$ cat config.mk
export PLATFORM = sky130hd
export DESIGN_NAME = line_pixel_stepper_core
export DESIGN_NICKNAME = d
export VERILOG_FILES = /design/src/rtl/lps_pkg.sv /design/src/rtl/line_pixel_stepper_core.sv /design/src/rtl/lps_front.sv /design/src/rtl/lps_queue.sv /design/src/rtl/lps_back.sv
export VERILOG_INCLUDE_DIRS = /design/src /design/src/rtl
export SDC_FILE = /design/constraint.sdc
export NUM_CORES = 1
export LEC_CHECK = 0
export BUFFER_PORTS_ARGS = -buffer_cell sky130_fd_sc_hd__buf_2
export CORE_MARGIN = 5
export CORE_UTILIZATION = 53
export CTS_CLUSTER_DIAMETER = 60
export DETAILED_ROUTE_END_ITERATION = 10
export HOLD_SLACK_MARGIN = 0.02
export MAX_ROUTING_LAYER = met4
export PLACE_DENSITY = 0.82
export RECOVER_POWER = 100
export SYNTH_ARGS = -nofsm -noshare
export SYNTH_HDL_FRONTEND = slang
export SYNTH_SLANG_ARGS = --single-unit
$ cat constraint.sdc
create_clock -name aclk -period 5.2 [get_ports aclk]
set_input_delay 0.26 -clock aclk [delete_from_list [all_inputs] [get_ports aclk]]
set_output_delay 0.26 -clock aclk [all_outputs]
set_load 0.005 [all_outputs]
$ cat src/rtl/line_pixel_stepper_core_defines.svh
// ----------------------------------------------------------------------------
// line_pixel_stepper_core_defines
// Assertion macros for the line pixel stepper; empty in synthesis builds.
// ----------------------------------------------------------------------------
`ifndef LINE_PIXEL_STEPPER_CORE_DEFINES_SVH
`define LINE_PIXEL_STEPPER_CORE_DEFINES_SVH

`ifndef SYNTHESIS
`define LPS_ASSERT(lbl, clk, rstn, prop) \
    lbl: assert property (@(posedge clk) disable iff (!(rstn)) (prop)) \
        else $error("line pixel stepper assertion failed");
`define LPS_ASSERT_ALWAYS(lbl, clk, prop) \
    lbl: assert property (@(posedge clk) (prop)) \
        else $error("line pixel stepper assertion failed");
`else
`define LPS_ASSERT(lbl, clk, rstn, prop)
`define LPS_ASSERT_ALWAYS(lbl, clk, prop)
`endif

`endif

$ cat src/rtl/lps_pkg.sv
// ----------------------------------------------------------------------------
// lps_pkg
// Types and constants shared by the line pixel stepper modules.
// ----------------------------------------------------------------------------
package lps_pkg;

    localparam int COORD_BITS  = 10;
    localparam int SPAN_BITS   = COORD_BITS + 1;
    localparam int ERR_BITS    = COORD_BITS + 2;
    localparam int TWICE_BITS  = COORD_BITS + 3;
    localparam int FIELD_BITS  = 10;
    localparam int COLOUR_BITS = 16;

    localparam int QUEUE_DEPTH = 2;
    localparam int PTR_BITS    = (QUEUE_DEPTH > 1) ? $clog2(QUEUE_DEPTH) : 1;
    localparam int CNT_BITS    = $clog2(QUEUE_DEPTH + 1);

    typedef enum logic [0:0] {
        CMD_START = 1'b0,
        CMD_STEP  = 1'b1
    } lps_cmd_t;

    typedef enum logic [0:0] {
        LPS_IDLE = 1'b0,
        LPS_DRAW = 1'b1
    } lps_state_t;

    typedef struct packed {
        lps_cmd_t                command;
        logic [FIELD_BITS-1:0]   start_x;
        logic [FIELD_BITS-1:0]   start_y;
        logic [FIELD_BITS-1:0]   end_x;
        logic [FIELD_BITS-1:0]   end_y;
        logic [COLOUR_BITS-1:0]  line_colour;
    } lps_in_t;

    typedef struct packed {
        logic [FIELD_BITS-1:0]   pixel_x;
        logic [FIELD_BITS-1:0]   pixel_y;
        logic [COLOUR_BITS-1:0]  pixel_colour;
        logic                    final_pixel;
    } lps_out_t;

    // decoded request passed from front to back
    typedef struct packed {
        lps_cmd_t                  command;
        logic [COORD_BITS-1:0]     cursor_x;
        logic [COORD_BITS-1:0]     cursor_y;
        logic [COORD_BITS-1:0]     target_x;
        logic [COORD_BITS-1:0]     target_y;
        logic [SPAN_BITS-1:0]      span_x;
        logic signed [SPAN_BITS-1:0] neg_span_y;
        logic                      step_left;
        logic                      step_up;
        logic signed [ERR_BITS-1:0] error_term;
        logic [COLOUR_BITS-1:0]    colour;
    } lps_op_t;

endpackage

$ cat src/rtl/line_pixel_stepper_core.sv
// ----------------------------------------------------------------------------
// line_pixel_stepper_core
// All-octant Bresenham line generator: start requests set up a line, step
// requests emit one pixel each until the end point.
// ----------------------------------------------------------------------------
// Takes one request per clock while the queue has room. A start request
// gives no pixel; a step request on an active line gives one pixel, passed
// through the queue stage, then the pixel output register. The error-term
// update in the back end does one Bresenham step per clock, which sets the
// pixel rate at one per clock while m_ready stays high.
module line_pixel_stepper_core
    import lps_pkg::*;
(
    input  logic     aclk,
    input  logic     aresetn,
    input  logic     s_valid,
    output logic     s_ready,
    input  lps_in_t  s_data,
    output logic     m_valid,
    input  logic     m_ready,
    output lps_out_t m_data
);

    logic    push_valid;
    logic    push_ready;
    lps_op_t push_op;
    lps_op_t q_op;
    logic    q_valid;
    logic    q_pop;

    lps_front u_front (
        .s_valid    (s_valid),
        .s_ready    (s_ready),
        .s_data     (s_data),
        .push_valid (push_valid),
        .push_ready (push_ready),
        .push_op    (push_op)
    );

    lps_queue u_queue (
        .aclk     (aclk),
        .aresetn  (aresetn),
        .wr_valid (push_valid),
        .wr_ready (push_ready),
        .wr_op    (push_op),
        .rd_valid (q_valid),
        .rd_pop   (q_pop),
        .rd_op    (q_op)
    );

    lps_back u_back (
        .aclk     (aclk),
        .aresetn  (aresetn),
        .op_valid (q_valid),
        .op_pop   (q_pop),
        .op       (q_op),
        .m_valid  (m_valid),
        .m_ready  (m_ready),
        .m_data   (m_data)
    );

endmodule

$ cat src/rtl/lps_front.sv
// ----------------------------------------------------------------------------
// lps_front
// Accepts requests, classifies them and computes the line setup terms.
// ----------------------------------------------------------------------------
module lps_front
    import lps_pkg::*;
(
    input  logic    s_valid,
    output logic    s_ready,
    input  lps_in_t s_data,
    output logic    push_valid,
    input  logic    push_ready,
    output lps_op_t push_op
);

    logic [COORD_BITS-1:0] x0, y0, x1, y1;
    logic [COORD_BITS-1:0] abs_dx, abs_dy;
    logic [SPAN_BITS-1:0]  span_x;
    logic signed [SPAN_BITS-1:0] neg_span_y;

    assign x0 = COORD_BITS'(s_data.start_x);
    assign y0 = COORD_BITS'(s_data.start_y);
    assign x1 = COORD_BITS'(s_data.end_x);
    assign y1 = COORD_BITS'(s_data.end_y);

    assign abs_dx     = (x1 > x0) ? (x1 - x0) : (x0 - x1);
    assign abs_dy     = (y1 > y0) ? (y1 - y0) : (y0 - y1);
    assign span_x     = {1'b0, abs_dx};
    assign neg_span_y = -$signed({1'b0, abs_dy});

    always_comb begin
        push_op            = '0;
        push_op.command    = s_data.command;
        push_op.cursor_x   = x0;
        push_op.cursor_y   = y0;
        push_op.target_x   = x1;
        push_op.target_y   = y1;
        push_op.span_x     = span_x;
        push_op.neg_span_y = neg_span_y;
        push_op.step_left  = !(x0 < x1);
        push_op.step_up    = !(y0 < y1);
        push_op.error_term = $signed({1'b0, span_x}) + $signed({neg_span_y[SPAN_BITS-1],
                                                              neg_span_y});
        push_op.colour     = s_data.line_colour;
    end

    assign push_valid = s_valid;
    assign s_ready    = push_ready;

endmodule

$ cat src/rtl/lps_queue.sv
// ----------------------------------------------------------------------------
// lps_queue
// Short request queue decoupling the front from the back.
// ----------------------------------------------------------------------------
`include "line_pixel_stepper_core_defines.svh"

module lps_queue
    import lps_pkg::*;
(
    input  logic    aclk,
    input  logic    aresetn,
    input  logic    wr_valid,
    output logic    wr_ready,
    input  lps_op_t wr_op,
    output logic    rd_valid,
    input  logic    rd_pop,
    output lps_op_t rd_op
);

    lps_op_t               entry_reg [QUEUE_DEPTH];
    logic [PTR_BITS-1:0]   wr_ptr_reg, wr_ptr_next;
    logic [PTR_BITS-1:0]   rd_ptr_reg, rd_ptr_next;
    logic [CNT_BITS-1:0]   count_reg, count_next;
    logic                  push, pop;

    assign wr_ready = (count_reg != CNT_BITS'(QUEUE_DEPTH));
    assign rd_valid = (count_reg != '0);
    assign rd_op    = entry_reg[rd_ptr_reg];
    assign push     = wr_valid && wr_ready;
    assign pop      = rd_pop && rd_valid;

    always_comb begin
        wr_ptr_next = wr_ptr_reg;
        rd_ptr_next = rd_ptr_reg;
        count_next  = count_reg;
        if (push) begin
            wr_ptr_next = (wr_ptr_reg == PTR_BITS'(QUEUE_DEPTH - 1)) ? '0 : wr_ptr_reg + 1'b1;
        end
        if (pop) begin
            rd_ptr_next = (rd_ptr_reg == PTR_BITS'(QUEUE_DEPTH - 1)) ? '0 : rd_ptr_reg + 1'b1;
        end
        if (push && !pop) begin
            count_next = count_reg + 1'b1;
        end else if (pop && !push) begin
            count_next = count_reg - 1'b1;
        end
    end

    always_ff @(posedge aclk) begin
        if (!aresetn) begin
            wr_ptr_reg <= '0;
            rd_ptr_reg <= '0;
            count_reg  <= '0;
        end else begin
            wr_ptr_reg <= wr_ptr_next;
            rd_ptr_reg <= rd_ptr_next;
            count_reg  <= count_next;
        end
    end

    always_ff @(posedge aclk) begin
        if (push) begin
            entry_reg[wr_ptr_reg] <= wr_op;
        end
    end

    `LPS_ASSERT(a_count_bound, aclk, aresetn, count_reg <= CNT_BITS'(QUEUE_DEPTH))
    `LPS_ASSERT_ALWAYS(a_reset_empty, aclk, (!aresetn) |=> (count_reg == '0))

endmodule

$ cat src/rtl/lps_back.sv
// ----------------------------------------------------------------------------
// lps_back
// Line state and Bresenham stepping; one request per clock into a pixel
// output register, while that register is empty or m_ready is high.
// ----------------------------------------------------------------------------
`include "line_pixel_stepper_core_defines.svh"

module lps_back
    import lps_pkg::*;
(
    input  logic     aclk,
    input  logic     aresetn,
    input  logic     op_valid,
    output logic     op_pop,
    input  lps_op_t  op,
    output logic     m_valid,
    input  logic     m_ready,
    output lps_out_t m_data
);

    lps_state_t                  state_reg, state_next;
    logic [COORD_BITS-1:0]       cursor_x_reg, cursor_x_next;
    logic [COORD_BITS-1:0]       cursor_y_reg, cursor_y_next;
    logic [COORD_BITS-1:0]       target_x_reg, target_x_next;
    logic [COORD_BITS-1:0]       target_y_reg, target_y_next;
    logic [SPAN_BITS-1:0]        span_x_reg, span_x_next;
    logic signed [SPAN_BITS-1:0] neg_span_y_reg, neg_span_y_next;
    logic                        step_left_reg, step_left_next;
    logic                        step_up_reg, step_up_next;
    logic signed [ERR_BITS-1:0]  error_reg, error_next;
    logic [COLOUR_BITS-1:0]      colour_reg, colour_next;
    logic                        m_valid_reg, m_valid_next;
    lps_out_t                    m_data_reg, m_data_next;

    logic                         pop, emit, last, move_x, move_y;
    logic signed [TWICE_BITS-1:0] twice, span_ext, neg_ext, err_ext, err_sum;

    assign pop    = op_valid && (!m_valid_reg || m_ready);
    assign op_pop = pop;
    assign last   = (cursor_x_reg == target_x_reg) && (cursor_y_reg == target_y_reg);

    assign twice    = $signed({error_reg, 1'b0});
    assign span_ext = $signed({2'b00, span_x_reg});
    assign neg_ext  = $signed({{2{neg_span_y_reg[SPAN_BITS-1]}}, neg_span_y_reg});
    assign err_ext  = $signed({error_reg[ERR_BITS-1], error_reg});
    assign move_x   = (twice >= neg_ext);
    assign move_y   = (twice <= span_ext);
    assign err_sum  = err_ext + (move_x ? neg_ext : '0) + (move_y ? span_ext : '0);

    // next state
    always_comb begin
        state_next = state_reg;
        if (pop) begin
            unique case (op.command)
                CMD_START: state_next = LPS_DRAW;
                CMD_STEP: begin
                    if (state_reg == LPS_DRAW && last) begin
                        state_next = LPS_IDLE;
                    end
                end
            endcase
        end
    end

    // outputs and datapath
    always_comb begin
        emit            = 1'b0;
        cursor_x_next   = cursor_x_reg;
        cursor_y_next   = cursor_y_reg;
        target_x_next   = target_x_reg;
        target_y_next   = target_y_reg;
        span_x_next     = span_x_reg;
        neg_span_y_next = neg_span_y_reg;
        step_left_next  = step_left_reg;
        step_up_next    = step_up_reg;
        error_next      = error_reg;
        colour_next     = colour_reg;

        unique case (state_reg)
            LPS_IDLE: emit = 1'b0;
            LPS_DRAW: emit = pop && (op.command == CMD_STEP);
        endcase

        if (pop && op.command == CMD_START) begin
            cursor_x_next   = op.cursor_x;
            cursor_y_next   = op.cursor_y;
            target_x_next   = op.target_x;
            target_y_next   = op.target_y;
            span_x_next     = op.span_x;
            neg_span_y_next = op.neg_span_y;
            step_left_next  = op.step_left;
            step_up_next    = op.step_up;
            error_next      = op.error_term;
            colour_next     = op.colour;
        end else if (emit && !last) begin
            error_next = err_sum[ERR_BITS-1:0];
            if (move_x) begin
                cursor_x_next = step_left_reg ? cursor_x_reg - 1'b1 : cursor_x_reg + 1'b1;
            end
            if (move_y) begin
                cursor_y_next = step_up_reg ? cursor_y_reg - 1'b1 : cursor_y_reg + 1'b1;
            end
        end

        m_valid_next = m_valid_reg && !m_ready;
        m_data_next  = m_data_reg;
        if (emit) begin
            m_valid_next             = 1'b1;
            m_data_next.pixel_x      = FIELD_BITS'(cursor_x_reg);
            m_data_next.pixel_y      = FIELD_BITS'(cursor_y_reg);
            m_data_next.pixel_colour = colour_reg;
            m_data_next.final_pixel  = last;
        end
    end

    always_ff @(posedge aclk) begin
        if (!aresetn) begin
            state_reg   <= LPS_IDLE;
            m_valid_reg <= 1'b0;
        end else begin
            state_reg   <= state_next;
            m_valid_reg <= m_valid_next;
        end
    end

    always_ff @(posedge aclk) begin
        cursor_x_reg   <= cursor_x_next;
        cursor_y_reg   <= cursor_y_next;
        target_x_reg   <= target_x_next;
        target_y_reg   <= target_y_next;
        span_x_reg     <= span_x_next;
        neg_span_y_reg <= neg_span_y_next;
        step_left_reg  <= step_left_next;
        step_up_reg    <= step_up_next;
        error_reg      <= error_next;
        colour_reg     <= colour_next;
        m_data_reg     <= m_data_next;
    end

    assign m_valid = m_valid_reg;
    assign m_data  = m_data_reg;

    `LPS_ASSERT(a_final_goes_idle, aclk, aresetn, (emit && last) |=> (state_reg == LPS_IDLE))
    `LPS_ASSERT(a_emit_shows_pixel, aclk, aresetn, emit |=> m_valid_reg)

endmodule
==> impl_metrics.ini, run 1 <==
[power_and_ir_drop]
total_power_mw = 11.4
p_per_area_nw_per_um2 = 621
ir_worst_vdd_v = 0.000339
leakage_nw = 7.19

[routing]
routed_wl_microns = 33000
ant_nets = 0
vias_per_cell = 5.52
drt_iter0_markers = 869
vias = 9537
avgRoutedWirePerCell_microns = 19.1
dr.pass1.iters = 5
drc = 0

[critical_path]
crit_fanout = 8
worst_path_max_delay_cell = mux2i_1
critical_path_required_ns = 5.48
crit_path_max_incr_delay_ns = 0.57
start_kind = input port
crit_chain = dlygate4sd3_1 -> buf_2 -> inv_1 -> ha_1 -> inv_1 -> fa_1 -> a21o_1 -> a221o_1 -> o311ai_4 -> buf_4 -> mux2i_1 -> and3_1 -> o21bai_1 -> or2_2 -> xor2_1 -> ha_1 -> nand3_1 -> o211ai_1 -> nor3_1
cp_data_arrival_time_ns = 5.24
criticalPathCategory = in2reg
critPathCaptureType = register

[placed_design]
place_area_sq_um = 16700
place_ws_ns = 0.0341
dp_cells = 1608
port_buffers = 99
hpwl_microns = 22000
place_congestion = 0.944

[final_layout]
layout_commonest_cell = edfxtp_1
final_layout_size_suffix_gt1_share_pct = 12.3
fin_nets = 1492
fillers = 2084
largest_reg_flops = 184
final_util_pct = 62.4
instances_no_fill = 1729
final_cell_mix = 312 x edfxtp_1, 127 x inv_1, 100 x ha_1
postLayoutCellArea_sq_um = 18400
syn_to_final_growth_pct = 17.1

[sta]
finalMaxSlewViolations = 278
slew_headroom_pct = -85.6
rsz0062_at_grt = true
finalHoldViolCount = 0
worst_slew_pin_slew_ns = 2.78
fmax_mhz = 202
fin_worst_skew_ns = 0.0195
fin_tns_setup_ns = 0
layout_setup_ws_ns = 0.239
fin_crit_ns = 4.96
fin_crit_sh_pct = 95.4
holdWs_ns = 0.0854
setup_violations = 0

[run_status]
violations = max-capacitance violations, max-slew violations
status = finished with violations

[clock_network]
clk_latency_ns = 0.52
path_clk_slew_ns = 0.06
cts_tree = built
cts_buffer_depth = 3
cts_buffers = 35
clock_sinks = 319
htreeDepth = 2
clock-root-buffer = clkbuf_16

[global_routing]
grt_pass1_vias = 9846
grt_pass1_wl_microns = 52500
antenna_found_initial = 0
overflow = 0
grt_usage_pct = 20.4
grt_start_max_net_pins = 81

[yosys]
synth_top_family_by_area = adder cells
synth_area_leaders = edfxtp_1 60%, ha_1 8.0%, mux2_2 5.0%, inv_1 3.1%, xnor2_1 2.9%
synth_area_sq_um = 15700
synth_cell_types = 57
syn-instance-count = 1133
ys_warn_count = 0
yosysTopAreaCellShare_pct = 59.8
ys.flop_type = edfxtp_1
synthAdderAreaFrac_pct = 10.3
synthMuxAreaShare_pct = 7.07
synth_edf_count = 312
ys_ff_latch = 319
syn_area_per_cell_sq_um = 13.8
synth_compound_area_share_pct = 8.14
async_reset_ff_share_pct = 0
yosys.area.top_type = edfxtp_1
synth_xor_area_share_pct = 4.68
synth_fp_nets = 1312
ys_seq_area_share_pct = 60.7
synthSimpleGateAreaFrac_pct = 5.25

[floorplanning]
die_area_sq_um = 33100
ioPinCount = 100
initial_core_util_pct = 53.3
std_cell_rows = 63
die_w_microns = 182
coreArea_sq_um = 29400
die_y_microns = 182

[run]
drv_cap = 5

[min_path]
holdCritPathClass = in2reg
-- cell usage after synthesis, types with 17 or more instances --
master / count
a21o_1: 38
a21oi_1: 66
clkbuf_1: 17
edfxtp_1: 312
fa_1: 18
ha_1: 100
inv_1: 128
mux2_2: 69
mux2i_1: 33
nand2_1: 42
nor2_1: 33
nor2b_1: 17
o21ai_0: 35
xnor2_1: 51
xor2_1: 29
-- final cells by class --
cell class	instances	area, sq um	area share, %
well taps	390	488	2.66
diodes	1	2.50	0.0136
clock buffers	41	920	5.01
repair buffers	170	1060	5.78
flip-flops and latches	319	9510	51.8
inverters	128	482	2.63
multi-input cells	659	5570	30.3
clock inverters	21	323	1.76
-- kinds of logic (layout without fill, tap and decap cells) --
logic type / count (synthesis) / count (layout)
compound gates: 200 / 200
xor+xnor: 82 / 82
fa+ha+maj: 118 / 118
buf+inv: 155 / 360
flops: 319 / 319
mux: 102 / 102
other cells: 0 / 1
simple gates: 157 / 157
-- timing repair --
item	4_1_cts	5_1_grt
buffers inserted	0	2
gates resized for setup	1	5
pin swaps	0	2
endpoints found under the setup margin	1	3
hold endpoints to repair	111	0
hold buffers	56	0
-- where the power goes --
group,internal [mW],switching (mW),total [mW]
combinational,1.93,2.60,4.53
clock,1.67,0.977,2.64
sequential,3.86,0.371,4.23
-- layer usage --
layer / vias to the layer above / part of all wire (%) / global-route usage [%]
li1: 4471 / - / -
met1: 4693 / 41 / 26.4
met2: 319 / 50 / 34.5
met3: 54 / 6.6 / 2.68
met4: 0 / 1.9 / 5.19
met5: - / 0 / -
-- final timing paths --
kind,cells after the start,slack [ns],from,to
setup / recovery,19,0.24,s_data[16],u_queue.entry_reg[0][27]
hold / removal,3,0.09,m_ready,u_back.m_valid
setup reg to reg,22,0.26,u_back.error_reg[1],u_back.error_reg[10]
hold reg to reg,0,0.42,u_back.colour_reg[13],u_back.m_data[14]
-- worst max-delay path: cells and delay by family --
family / cells / cell delay (ns)
compound gates: 5 / 1.16
xor+xnor: 1 / 0.26
mux: 1 / 0.57
buf+inv: 5 / 1.02
simple gates: 4 / 1.06
fa+ha+maj: 3 / 0.91
Note: power is estimated with default switching activity, not from simulation.
==> run 2: changes to the inputs <==
--- a/config.mk
+++ b/config.mk
@@ -6,14 +6,14 @@
 export SDC_FILE = /design/constraint.sdc
 export NUM_CORES = 1
 export LEC_CHECK = 0
-export BUFFER_PORTS_ARGS = -buffer_cell sky130_fd_sc_hd__buf_2
 export CORE_MARGIN = 5
 export CORE_UTILIZATION = 53
 export CTS_CLUSTER_DIAMETER = 60
 export DETAILED_ROUTE_END_ITERATION = 10
+export DONT_BUFFER_PORTS = 1
 export HOLD_SLACK_MARGIN = 0.02
 export MAX_ROUTING_LAYER = met4
-export PLACE_DENSITY = 0.82
+export PLACE_DENSITY = 0.79
 export RECOVER_POWER = 100
 export SYNTH_ARGS = -nofsm -noshare
 export SYNTH_HDL_FRONTEND = slang
==> constraint.sdc (replaced) <==
create_clock -name aclk -period 4.3 [get_ports aclk]
set_input_delay 0.215 -clock aclk [delete_from_list [all_inputs] [get_ports aclk]]
set_output_delay 0.215 -clock aclk [all_outputs]
set_load 0.005 [all_outputs]
==> impl_metrics.ini, run 2 (same netlist as run 1, synthesis figures left out) <==
[power_and_ir_drop]
power.net_switching_mw = 5.08
p_comb_share_pct = 43.8
total_power_mw = 14.6
clkPwrFrac_pct = 21.3
seq_power_share_pct = 34.9
swShare_pct = 34.9
ir_worst_vdd_v = 0.000463
leakage_nw = 7.32
p_per_area_nw_per_um2 = 785
cellInternalPower_mw = 9.48

[critical_path]
regToRegSetupSlack_ns = -0.25
start_kind = register
reg2reg_from = u_back.span_x_reg[2]
crit_start = u_back.span_x_reg[2]
crit_chain = inv_1 -> ha_1 -> a21o_1 -> a21o_1 -> a21o_1 -> a21o_1 -> a21o_1 -> a21oi_2 -> o21ai_2 -> nor2_4 -> nand2_2 -> fa_1 -> inv_1 -> ha_1 -> a21o_1 -> a21oi_2 -> o21ai_2 -> a21oi_2 -> o21bai_1 -> a211o_1 -> a31oi_2 -> xor2_1 -> o21ai_1
crit_path_max_incr_delay_ns = 0.56
critPathCaptureType = register
r2r-end = u_back.error_reg[10]
rr_worst_depth = 23
cp_data_arrival_time_ns = 4.80
criticalPathCategory = reg2reg
critical_path_required_ns = 4.54
crit_fanout = 3
worst_path_max_delay_cell = fa_1
cp_common_cell = a21o_1

[floorplanning]
std_cell_rows = 63
die_area_sq_um = 33100
die_w_microns = 182
ioPinCount = 100
initial_core_util_pct = 53.3
coreArea_sq_um = 29400
die_y_microns = 182

[placed_design]
place_area_sq_um = 16600
hpwl_microns = 22300
port_buffers = 0
place_congestion = 0.918

[final_layout]
postLayoutCellArea_sq_um = 18500
final_util_pct = 63.1
final_cell_mix = 312 x edfxtp_1, 126 x inv_1, 98 x ha_1
final_layout_size_suffix_gt1_share_pct = 17.0
layout_commonest_cell = edfxtp_1
largest_reg_flops = 184
insertedDiodeCount = 0
fin_nets = 1461
syn_to_final_growth_pct = 18.4

[min_path]
holdPathStages = 2
holdCritPathClass = in2reg
worstHoldEndpoint = u_queue.entry_reg[1][28]
hp-start = s_data[45]

[sta]
worst_slew_pin_slew_ns = 2.25
fin_crit_ns = 4.55
holdWs_ns = 0.0524
fin_tns_setup_ns = -2.01
fin_worst_skew_ns = 0.0228
fin_crit_sh_pct = 106
slew_headroom_pct = -49.8
finalMaxSlewViolations = 232
rsz0062_at_grt = true
fmax_mhz = 220
setup_violations = 16
finalHoldViolCount = 0
layout_setup_ws_ns = -0.255

[clock_network]
cts_buffers = 35
clk_latency_ns = 0.52
clock-root-buffer = clkbuf_16
htreeDepth = 2
path_clk_slew_ns = 0.06
clock_sinks = 319
cts_tree = built
cts_buffer_depth = 3

[routing]
routed_wl_microns = 33800
dr.pass1.iters = 5
drc = 0
drt_iter0_markers = 746
vias_per_cell = 5.54
ant_nets = 0
avgRoutedWirePerCell_microns = 19.9
vias = 9414

[global_routing]
overflow = 0
grt_usage_pct = 20.8
grt_start_max_net_pins = 83
grt_pass1_wl_microns = 52900
grt_pass1_vias = 9709
antenna_found_initial = 0

[run_status]
status = finished with violations
violations = max-capacitance violations, max-slew violations, negative setup slack

[run]
drv_cap = 4
-- run 2: cell count changes in the layout (fill, tap and decap cells not counted), moves of 5 or more --
cell / delta
clkbuf_1: -67
a21oi_2: +5
buf_4: +60
o21ai_0: -7
a21oi_1: -6
buf_2: -29
-- run 2: how the worst max path moves through the flow --
stage | slack [ns] | endpoint | depth (start not counted)
5_1_grt | -0.53 | u_back.error_reg[10] | 23
3_5_place_dp | -0.24 | u_back.error_reg[10] | 22
6_report | -0.25 | u_back.error_reg[10] | 23
2_1_floorplan | -0.03 | u_back.error_reg[10] | 22
4_1_cts | -0.14 | u_back.error_reg[10] | 22
3_3_place_gp | -0.16 | u_back.error_reg[10] | 22
-- run 2: stage by stage --
| stage | cells | setup WS (ns) |
|---|---|---|
| CTS | 1693 | -0.138 |
| floorplan | 1133 | -0.0307 |
| detailed placement | 1568 | -0.243 |
| global placement | 1568 | -0.162 |
| finish | 1698 | -0.255 |
| global route | 1698 | -0.525 |
-- run 2: power by group through the flow --
stage,sequential (mW),combinational (mW),clock (mW)
final,5.09,6.38,3.10
after global routing,5.14,7.05,3.29
after CTS,5.07,5.96,3.16
after detailed placement,5.12,5.61,0
after global placement,5.10,5.44,0
after floorplan,4.97,4.09,0
-- run 2: worst max-delay path: cells and delay by family, from the launching register on --
family | cells | cell delay [ns]
and+or+nand+nor | 2 | 0.23
DFF | 1 | 0.36
adders and majority gates | 3 | 1.12
AOI/OAI and AO/OA | 15 | 2.27
buffers and inverters | 2 | 0.11
xor gates and xnor gates | 1 | 0.21
-- run 2: cell type report --
cell class	count	area (sq um)
clock buffers	46	978
flip-flops and latches	319	9510
repair buffers	139	1180
clock inverters	17	231
fillers	2075	10900
multi-input cells	659	5680
well taps	390	488
inverters	128	482
-- run 2: timing repair --
action,CTS,global route
pin swaps,4,13
hold buffers,59,0
gates resized for setup,9,20
endpoints found under the hold margin,121,0
endpoints found under the setup margin,5,7
buffers inserted,3,5
-- run 2: routing by layer --
layer | vias up | GRT usage [%] | wire, microns
met2 | 283 | 33.9 | 16600
met5 | - | - | 0
met1 | 4664 | 27.0 | 14300
li1 | 4414 | - | -
met3 | 53 | 3.97 | 2150
met4 | 0 | 5.31 | 739
